===== src/sv/gmps_pkg.sv =====
// Shared types and constants of the grid maximum path sum block.
package gmps_pkg;

   // Field and register widths.
   localparam int CELL_W      = 8;
   localparam int TOTAL_W     = 19;
   localparam int COLS_REG_W  = 7;
   localparam int ROWS_REG_W  = 11;
   localparam int CSR_DATA_W  = 11;
   localparam int CSR_INDEX_W = 1;

   // Configuration register indexes.
   localparam logic [CSR_INDEX_W-1:0] CSR_COLUMN_COUNT = 1'b0;
   localparam logic [CSR_INDEX_W-1:0] CSR_ROW_COUNT    = 1'b1;

   // Register reset values.
   localparam logic [COLS_REG_W-1:0] COLS_RESET = 7'd64;
   localparam logic [ROWS_REG_W-1:0] ROWS_RESET = 11'd1;

   // Largest total; sums saturate here.
   localparam logic [TOTAL_W-1:0] TOTAL_MAX = 19'h7FFFF;

   // Position flags that the front end attaches to each cell.
   typedef struct packed {
      logic first_row;
      logic first_col;
      logic grid_end;
   } gmps_tag_type;

   localparam int TAG_W = $bits(gmps_tag_type);

endpackage


===== src/sv/gmps_front.sv =====
// Front end: configuration registers, cell acceptance and grid position tracking.
module gmps_front import gmps_pkg::*; #(
   parameter int MAX_COLS = 64,
   parameter int MAX_ROWS = 1024
) (
   input  logic                    clock,
   input  logic                    reset,
   input  logic                    csr_write,
   input  logic [CSR_INDEX_W-1:0]  csr_index,
   input  logic [CSR_DATA_W-1:0]   csr_data,
   input  logic                    req_valid,
   output logic                    req_stall,
   input  logic [CELL_W-1:0]       req_cell_value,
   input  logic                    q_full,
   output logic                    q_push,
   output logic [CELL_W-1:0]       q_cell,
   output logic [((MAX_COLS > 1) ? $clog2(MAX_COLS) : 1)-1:0] q_col,
   output gmps_tag_type            q_tag
);

   localparam int CW = (MAX_COLS > 1) ? $clog2(MAX_COLS) : 1;
   localparam int RW = (MAX_ROWS > 1) ? $clog2(MAX_ROWS) : 1;

   logic [COLS_REG_W-1:0] cols_reg_ff, cols_reg_in;
   logic [ROWS_REG_W-1:0] rows_reg_ff, rows_reg_in;
   logic [CW-1:0]         column_index_ff, column_index_in;
   logic [RW-1:0]         row_index_ff, row_index_in;
   logic [CW:0]           cols_eff;
   logic [RW:0]           rows_eff;
   logic [CW:0]           col_plus_one;
   logic [RW:0]           row_plus_one;
   logic                  accept;
   logic                  last_col;
   logic                  last_row;

   // A word is taken whenever the queue has room.
   assign accept    = req_valid && !q_full;
   assign req_stall = q_full;
   assign q_push    = accept;

   // Register writes.
   always_comb begin
      cols_reg_in = cols_reg_ff;
      rows_reg_in = rows_reg_ff;
      if (csr_write && (csr_index == CSR_COLUMN_COUNT)) begin
         cols_reg_in = csr_data[COLS_REG_W-1:0];
      end else if (csr_write && (csr_index == CSR_ROW_COUNT)) begin
         rows_reg_in = csr_data[ROWS_REG_W-1:0];
      end
   end

   // Counts in effect: zero acts as one, and the sizes of the design cap them.
   always_comb begin
      if (cols_reg_ff == '0) begin
         cols_eff = (CW+1)'(1);
      end else if (int'(cols_reg_ff) > MAX_COLS) begin
         cols_eff = (CW+1)'(MAX_COLS);
      end else begin
         cols_eff = (CW+1)'(cols_reg_ff);
      end
      if (rows_reg_ff == '0) begin
         rows_eff = (RW+1)'(1);
      end else if (int'(rows_reg_ff) > MAX_ROWS) begin
         rows_eff = (RW+1)'(MAX_ROWS);
      end else begin
         rows_eff = (RW+1)'(rows_reg_ff);
      end
   end

   // A row or grid ends when the next index reaches or passes the count.
   assign col_plus_one = {1'b0, column_index_ff} + (CW+1)'(1);
   assign row_plus_one = {1'b0, row_index_ff} + (RW+1)'(1);
   assign last_col     = col_plus_one >= cols_eff;
   assign last_row     = row_plus_one >= rows_eff;

   // Position of the next cell.
   always_comb begin
      column_index_in = column_index_ff;
      row_index_in    = row_index_ff;
      if (accept) begin
         if (last_col) begin
            column_index_in = '0;
            row_index_in    = last_row ? '0 : row_plus_one[RW-1:0];
         end else begin
            column_index_in = col_plus_one[CW-1:0];
         end
      end
   end

   // Classified word towards the back end.
   assign q_cell          = req_cell_value;
   assign q_col           = column_index_ff;
   assign q_tag.first_row = (row_index_ff == '0);
   assign q_tag.first_col = (column_index_ff == '0);
   assign q_tag.grid_end  = last_col && last_row;

   always_ff @(posedge clock) begin
      if (reset) begin
         cols_reg_ff     <= COLS_RESET;
         rows_reg_ff     <= ROWS_RESET;
         column_index_ff <= '0;
         row_index_ff    <= '0;
      end else begin
         cols_reg_ff     <= cols_reg_in;
         rows_reg_ff     <= rows_reg_in;
         column_index_ff <= column_index_in;
         row_index_ff    <= row_index_in;
      end
   end

endmodule


===== src/sv/gmps_queue.sv =====
// Two-entry queue that decouples the front end from the back end.
module gmps_queue #(
   parameter int DATA_W = 8
) (
   input  logic              clock,
   input  logic              reset,
   input  logic              push,
   input  logic [DATA_W-1:0] push_data,
   input  logic              pop,
   output logic [DATA_W-1:0] pop_data,
   output logic              full,
   output logic              empty
);

   localparam int DEPTH = 2;

   logic [DATA_W-1:0] entry_ff [DEPTH];
   logic              wr_ptr_ff, wr_ptr_in;
   logic              rd_ptr_ff, rd_ptr_in;
   logic [1:0]        count_ff, count_in;

   assign full     = (count_ff == 2'(DEPTH));
   assign empty    = (count_ff == '0);
   assign pop_data = entry_ff[rd_ptr_ff];

   // Pointer and fill level update.
   always_comb begin
      wr_ptr_in = push ? !wr_ptr_ff : wr_ptr_ff;
      rd_ptr_in = pop ? !rd_ptr_ff : rd_ptr_ff;
      count_in  = count_ff;
      if (push && !pop) begin
         count_in = count_ff + 2'd1;
      end else if (pop && !push) begin
         count_in = count_ff - 2'd1;
      end
   end

   always_ff @(posedge clock) begin
      if (push) begin
         entry_ff[wr_ptr_ff] <= push_data;
      end
   end

   always_ff @(posedge clock) begin
      if (reset) begin
         wr_ptr_ff <= 1'b0;
         rd_ptr_ff <= 1'b0;
         count_ff  <= '0;
      end else begin
         wr_ptr_ff <= wr_ptr_in;
         rd_ptr_ff <= rd_ptr_in;
         count_ff  <= count_in;
      end
   end

endmodule


===== src/sv/gmps_back.sv =====
// Back end: line buffer, best-total update and the result register.
module gmps_back import gmps_pkg::*; #(
   parameter int MAX_COLS = 64
) (
   input  logic                    clock,
   input  logic                    reset,
   input  logic                    q_empty,
   output logic                    q_pop,
   input  logic [CELL_W-1:0]       q_cell,
   input  logic [((MAX_COLS > 1) ? $clog2(MAX_COLS) : 1)-1:0] q_col,
   input  gmps_tag_type            q_tag,
   output logic                    rsp_valid,
   input  logic                    rsp_stall,
   output logic [TOTAL_W-1:0]      rsp_best_total
);

   localparam int CW = (MAX_COLS > 1) ? $clog2(MAX_COLS) : 1;

   logic [TOTAL_W-1:0] line_mem [MAX_COLS];

   logic               a_valid_ff, a_valid_in;
   logic [CELL_W-1:0]  a_cell_ff;
   logic [CW-1:0]      a_col_ff;
   gmps_tag_type       a_tag_ff;
   logic               fwd_ff, fwd_in;
   logic [TOTAL_W-1:0] rd_data_ff;
   logic [TOTAL_W-1:0] left_best_ff, left_best_in;
   logic               rsp_valid_ff, rsp_valid_in;
   logic [TOTAL_W-1:0] rsp_best_total_ff, rsp_best_total_in;
   logic               a_done;
   logic [TOTAL_W-1:0] above;
   logic [TOTAL_W-1:0] base;
   logic [TOTAL_W:0]   sum;
   logic [TOTAL_W-1:0] best;

   // The cell in the work stage leaves unless its result has nowhere to go.
   assign a_done = a_valid_ff && (!a_tag_ff.grid_end || !rsp_valid_ff || !rsp_stall);
   assign q_pop  = !q_empty && (!a_valid_ff || a_done);

   // The previous cell writes its column at the edge this one reads; forward it.
   assign fwd_in = a_done && (q_col == a_col_ff);

   // Best total of the cell in the work stage.
   always_comb begin
      above = fwd_ff ? left_best_ff : rd_data_ff;
      if (a_tag_ff.first_row) begin
         base = a_tag_ff.first_col ? '0 : left_best_ff;
      end else if (a_tag_ff.first_col) begin
         base = above;
      end else begin
         base = (above > left_best_ff) ? above : left_best_ff;
      end
      sum  = {1'b0, base} + (TOTAL_W+1)'(a_cell_ff);
      best = (sum > {1'b0, TOTAL_MAX}) ? TOTAL_MAX : sum[TOTAL_W-1:0];
   end

   // Stage, running value and result register updates.
   always_comb begin
      a_valid_in        = a_valid_ff;
      left_best_in      = left_best_ff;
      rsp_valid_in      = rsp_valid_ff;
      rsp_best_total_in = rsp_best_total_ff;
      if (q_pop) begin
         a_valid_in = 1'b1;
      end else if (a_done) begin
         a_valid_in = 1'b0;
      end
      if (a_done) begin
         left_best_in = best;
      end
      if (a_done && a_tag_ff.grid_end) begin
         rsp_valid_in      = 1'b1;
         rsp_best_total_in = best;
      end else if (!rsp_stall) begin
         rsp_valid_in = 1'b0;
      end
   end

   // Line buffer: one write and one registered read per cycle.
   always_ff @(posedge clock) begin
      if (a_done) begin
         line_mem[a_col_ff] <= best;
      end
      if (q_pop) begin
         rd_data_ff <= line_mem[q_col];
      end
   end

   // Payload of the work stage.
   always_ff @(posedge clock) begin
      if (q_pop) begin
         a_cell_ff <= q_cell;
         a_col_ff  <= q_col;
         a_tag_ff  <= q_tag;
         fwd_ff    <= fwd_in;
      end
      rsp_best_total_ff <= rsp_best_total_in;
   end

   always_ff @(posedge clock) begin
      if (reset) begin
         a_valid_ff   <= 1'b0;
         left_best_ff <= '0;
         rsp_valid_ff <= 1'b0;
      end else begin
         a_valid_ff   <= a_valid_in;
         left_best_ff <= left_best_in;
         rsp_valid_ff <= rsp_valid_in;
      end
   end

   assign rsp_valid      = rsp_valid_ff;
   assign rsp_best_total = rsp_best_total_ff;

endmodule


===== src/sv/grid_max_path_sum.sv =====
// Top level of the grid maximum path sum block.
// Cells of a grid enter one word per cycle in row-major order, and one word is
// taken every cycle for as long as the result side keeps up; a grid's best
// right/down path total passes the queue, work stage and result register to
// the result channel once its last cell is taken, and the block is back at the
// top-left corner. The line buffer sets the rate: it has one read and one
// write port and serves one column per cycle; its read runs one stage ahead
// of the add and compare. It has no reset and no clearing pass, so the block
// takes cells straight after reset. The user must write column and row counts
// via the csr port only while the block is idle; it does not enforce this.
module grid_max_path_sum import gmps_pkg::*; #(
   parameter int MAX_COLS = 64,
   parameter int MAX_ROWS = 1024
) (
   input  logic                    clock,
   input  logic                    reset,
   input  logic                    csr_write,
   input  logic [CSR_INDEX_W-1:0]  csr_index,
   input  logic [CSR_DATA_W-1:0]   csr_data,
   input  logic                    req_valid,
   output logic                    req_stall,
   input  logic [CELL_W-1:0]       req_cell_value,
   output logic                    rsp_valid,
   input  logic                    rsp_stall,
   output logic [TOTAL_W-1:0]      rsp_best_total
);

   localparam int CW     = (MAX_COLS > 1) ? $clog2(MAX_COLS) : 1;
   localparam int DATA_W = CELL_W + CW + TAG_W;

   logic              enq_push;
   logic [CELL_W-1:0] enq_cell;
   logic [CW-1:0]     enq_col;
   gmps_tag_type      enq_tag;
   logic              q_full;
   logic              q_empty;
   logic              deq_pop;
   logic [DATA_W-1:0] deq_data;
   logic [CELL_W-1:0] deq_cell;
   logic [CW-1:0]     deq_col;
   gmps_tag_type      deq_tag;

   gmps_front #(
      .MAX_COLS (MAX_COLS),
      .MAX_ROWS (MAX_ROWS)
   ) u_front (
      .clock          (clock),
      .reset          (reset),
      .csr_write      (csr_write),
      .csr_index      (csr_index),
      .csr_data       (csr_data),
      .req_valid      (req_valid),
      .req_stall      (req_stall),
      .req_cell_value (req_cell_value),
      .q_full         (q_full),
      .q_push         (enq_push),
      .q_cell         (enq_cell),
      .q_col          (enq_col),
      .q_tag          (enq_tag)
   );

   gmps_queue #(
      .DATA_W (DATA_W)
   ) u_queue (
      .clock     (clock),
      .reset     (reset),
      .push      (enq_push),
      .push_data ({enq_cell, enq_col, enq_tag}),
      .pop       (deq_pop),
      .pop_data  (deq_data),
      .full      (q_full),
      .empty     (q_empty)
   );

   assign {deq_cell, deq_col, deq_tag} = deq_data;

   gmps_back #(
      .MAX_COLS (MAX_COLS)
   ) u_back (
      .clock          (clock),
      .reset          (reset),
      .q_empty        (q_empty),
      .q_pop          (deq_pop),
      .q_cell         (deq_cell),
      .q_col          (deq_col),
      .q_tag          (deq_tag),
      .rsp_valid      (rsp_valid),
      .rsp_stall      (rsp_stall),
      .rsp_best_total (rsp_best_total)
   );

endmodule


===== config.mk =====
export PLATFORM = sky130hd
export DESIGN_NAME = grid_max_path_sum
export DESIGN_NICKNAME = d
export VERILOG_FILES = /design/src/sv/gmps_pkg.sv /design/src/sv/gmps_front.sv /design/src/sv/gmps_queue.sv /design/src/sv/gmps_back.sv /design/src/sv/grid_max_path_sum.sv
export SDC_FILE = /design/constraint.sdc
export NUM_CORES = 2
export LEC_CHECK = 0
export BUFFER_PORTS_ARGS = -buffer_cell sky130_fd_sc_hd__buf_4
export CAP_MARGIN = 0
export CORE_MARGIN = 3
export CORE_UTILIZATION = 35
export CTS_CLUSTER_DIAMETER = 120
export DETAILED_ROUTE_END_ITERATION = 8
export GPL_ROUTABILITY_DRIVEN = 0
export HOLD_SLACK_MARGIN = 0.08
export PLACE_DENSITY = 0.48
export SETUP_SLACK_MARGIN = 0.2
export SLEW_MARGIN = 40
export SYNTH_ARGS = -nofsm -noshare
export SYNTH_HDL_FRONTEND = slang
export SYNTH_SLANG_ARGS = --single-unit

===== constraint.sdc =====
create_clock -name clock -period 7.1 [get_ports clock]
set_input_delay 1.42 -clock clock [delete_from_list [all_inputs] [get_ports clock]]
set_output_delay 1.42 -clock clock [all_outputs]
set_load 0.01 [all_outputs]

==> summary.md <==
| Metric | Value |
|---|---|
| Hold_ws | 0.472 ns |
| Reg-to-reg setup timing slack | 0.66 ns |
| Synth top area share | a little over two thirds |
| # DRC | 0 |
| Total gr overflow | 0 |
| Die Wd | 406 um |
| Worst Setup EP | u_back.line_mem[47][18]$_DFFE_PP_ |
| CP max FO | between 50 and 60 |
| Via density | 5.36 |
| Vias in the first global route | 34100 |
| Mean Syn Cell Area | 12.5 um2 |
| Required @ worst endpoint | ~7.5 ns |
| Reg clk slew, reported paths | 0.06 ns |
| Core Area | 159000 um2 |
| Initial DRC Count | approximately 3400 |
| Largest net degree at the start of global routing | 126 |
| Via count | 36100 |
| R2r startpoint | u_back.fwd_ff$_DFFE_PP_ |
| Initial antenna violation count | 2 |
| FF+latch area | 40400 um2 |
| Worst hold path type | flip-flop to flip-flop |
| Estimated wirelength of the detail-placed design | about 94000 um |
| Worst-skew pair later-pin latency | roughly 0.8 ns |
| #FFs+latches synth | 1366 |
| Max-cap viol count | 0 |
| CTS tree | done |
| Cts repair resizes | 0 |
| DRT Pass-1 Iters | 5 |
| Fill cell count | 14700 |
| Min Tclk post-route | roughly 6.4 ns |
| H-tree Lvls | 4 |
| Max-Slew Margin vs Limit | roughly a third |
| Nets | ~4600 |
| Full die area | 165000 um2 |
| Root buffer cell | clkbuf_16 |
| CP Launch Point | u_back.fwd_ff$_DFFE_PP_ |
| Clock sinks | about 1400 |
| Ordered cell list for the critical path | buf_4 > mux2_2 > ha_1 > a21oi_1 > o21a_1 > o31ai_2 > a22o_1 > nand2_1 > o21ai_0 > ha_1 > inv_1 > fa_1 > nor2b_1 > o21ai_0 > a21boi_0 > o21a_1 > o21ai_0 > a22oi_1 > nand3_1 > nor2b_1 > mux2_2 > buf_12 |
| Buf/Inv on CP | 3 |
| Clk buf depth | 3 |
| Avg WL per Cell | 24.4 um |
| Slew Viols, Final | 0 |
| Synth Flop Type | edfxtp_1 |
| Final worst-path cycle share | 90.7% |
| Synth warn | 0 |
| Initial Utilization | 35.3% |
| Status | complete, no violations |
| Post-Syn Instances | 4475 |
| Distinct cells, synth | 61 |
| Critical Path Max Stage Delay | about 0.64 ns |
| Switching Fraction | 36.6% |
| RSZ-0062 raised after global routing | no |
| # IOs | 46 |
| First-pass GRT wire length | 241000 um |
| Post-synthesis async set-or-reset flop share | 0% |
| Fin. Hold Viols | 0 |
| Multi-input logic area | 14900 um2 |
| Worst Setup Start Kind | flip-flop |
| Fmax | 155 MHz |
| CTS hold repair buffers | 0 |
| Pleak | 0.0223 uW |
| Worst R2R End | u_back.line_mem[47][18]$_DFFE_PP_ |
| Critical path class | flip-flop to flip-flop |
| Synthesis-to-finish area growth | 16.8% |
| Gr usage total | 19.8% |
| Post-CTS setup buffer count | 0 |
| Worst-margin pin slew | 0.981 ns |
| Sequential share of power | between 30 and 40% |
| Largest area contributor in the synthesized netlist | edfxtp_1 |
| Register area share after synthesis | between 70% and 80% |
| Critical-path top delay cell | edfxtp_1 |
| Die Ht | 406 um |
| Clock power frac | a little over a quarter |
| Post-synthesis net count | 4551 |
| Synth area leaders | edfxtp_1 (70%), nand2_1 (8.8%), nand3_1 (5.7%) |
| CP most frequent cell | o21ai_0 |
| Largest delay share family, worst path | compound AO/OA/AOI/OAI gates |
| Wirelength, routed | 164000 um |
| P_int | 17500 uW |
| Post-synth EDFFs | 1306 |
| CTS Buf Count | 146 |
| Post-synthesis cell area | 56000 um2 |
| Number of cells on the worst reg-to-reg path | 22 |
| Clock skew | 0.0251 ns |
| Rows | 146 |
| Final TNS setup | 0 ns |
| CP Data Arrival Time | between 6 and 7 ns |
| Post-route ant nets | 0 |
| Peak supply drop | about 0.4 mV |
| Share of layout cells above drive strength 1 | 12.2% |
| WP depth | 22 |
| Power share of the combinational group | between 30% and 40% |
| Power per cell area | 422 nW/um2 |
| CP Capture Type | flip-flop |
| Port buffer count | 45 |
| Endpoints failing setup | 0 |
| Sw Pwr | 10100 uW |
logic make-up (layout without fill, tap and decap cells):
group / count (synthesis) / count (layout) / synth area share, %
AOI/OAI and AO/OA: 400 / 400 / 5.71
xor gates and xnor gates: 34 / 34 / 0.532
adders and majority gates: 51 / 51 / 1.15
buffers and inverters: 352 / 524 / 2.39
DFF: 1366 / 1366 / 72.2
muxes: 45 / 45 / 0.859
other: 0 / 3 / 0
and+or+nand+nor: 2227 / 2227 / 17.1
worst min path at each step:
stage | end | cells after the start | startpoint
after CTS | u_front.rows_reg_ff[2]$_SDFFE_PP0P_ | 2 | u_front.rows_reg_ff[2]$_SDFFE_PP0P_
after global placement | u_front.rows_reg_ff[5]$_SDFFE_PP0P_ | 2 | u_front.rows_reg_ff[5]$_SDFFE_PP0P_
final | u_front.rows_reg_ff[2]$_SDFFE_PP0P_ | 2 | u_front.rows_reg_ff[2]$_SDFFE_PP0P_
after global routing | u_front.rows_reg_ff[5]$_SDFFE_PP0P_ | 2 | u_front.rows_reg_ff[5]$_SDFFE_PP0P_
after detailed placement | u_front.rows_reg_ff[2]$_SDFFE_PP0P_ | 2 | u_front.rows_reg_ff[2]$_SDFFE_PP0P_
after floorplan | u_front.rows_reg_ff[3]$_SDFFE_PP0P_ | 2 | u_front.rows_reg_ff[3]$_SDFFE_PP0P_
power groups by stage:
stage                     logic (uW)  registers [uW]  clock network (uW)
after global placement          8990           11100                   0
after global routing            9890           11000                8000
after detailed placement        9140           11200                   0
after floorplan                 5060           11100                   0
final                           9060           11000                7500
after CTS                       9160           11000                7670
layout make-up:
cell class / instances / share of cell area, %
sequential: 1366 / 61.9
multi-input combinational: 2757 / 22.8
clock buffer: 182 / 5.83
tap: 2072 / 3.97
timing repair buffer: 201 / 3.89
clock inverter: 85 / 1.28
inverter: 56 / 0.347
antenna: 3 / 0.0115
synthesized netlist by cell type (7+ instances only):
library cell / n
mux2_2: 24
edfxtp_1: 1306
a21oi_1: 69
nor4_1: 8
o21a_1: 7
nor2_1: 116
a311oi_2: 13
nor3_1: 23
and3_1: 86
ha_1: 50
and2_1: 7
nand2_1: 1309
xor2_1: 17
nand3_1: 635
nand4_1: 7
dfxtp_1: 60
clkbuf_1: 269
a21o_1: 12
inv_1: 51
xnor2_1: 17
buf_1: 22
a31oi_1: 23
mux2i_1: 21
a311oi_1: 213
o21ai_0: 25
stage by stage:
stage	std cells	power [uW]	cell area [um2]	utilization, %	worst slack (ns)
2_1_floorplan	4475	16200	56000	-	0.557
4_1_cts	6717	27800	65300	41.2	0.737
6_report	6722	27500	65300	41.2	0.664
3_5_place_dp	6450	20300	60600	38.2	0.771
5_1_grt	6720	28900	65300	41.2	0.274
3_3_place_gp	6402	20100	59500	37.5	0.824
layout by cell type, fill, tap and decap left out, types with 50 or more instances in the layout:
master     synthesis  routed
a21oi_1           69      69
a311oi_1         213     192
and3_1            86      84
buf_4              0     124
clkbuf_16          0     147
dfxtp_1           60      59
edfxtp_1        1306    1306
ha_1              50      50
inv_1             51      51
nand2_1         1309    1291
nand3_1          635     633
nor2_1           116      52
flip-flops by register name (all words and copies together), names as in the netlist, 2 cells and up, named ones only:
signal	flops
u_queue.count_ff	2
u_front.rows_reg_ff	11
u_queue.entry_ff	34
u_front.q_col	6
u_back.line_mem	1216
u_back.rd_data_ff	19
u_back.a_tag_ff	3
u_back.rsp_best_total	19
u_front.row_index_ff	10
u_back.a_col_ff	6
u_front.cols_reg_ff	7
u_back.left_best_ff	19
u_back.a_cell_ff	8
tightest hold or removal path, delay by kind of cell, from the launching register on:
kind            cells  cell delay [ns]
flops               1             0.32
compound gates      1             0.05
simple gates        1             0.05
layer usage:
metal,wire [um],global-route usage (%),vias up
met5,0,0,-
met4,3620,5.47,0
met3,9110,2.44,173
met2,76200,31.0,1022
met1,75200,29.0,18300
li1,-,-,16600
No activity file was read; power rests on OpenSTA's default activity.
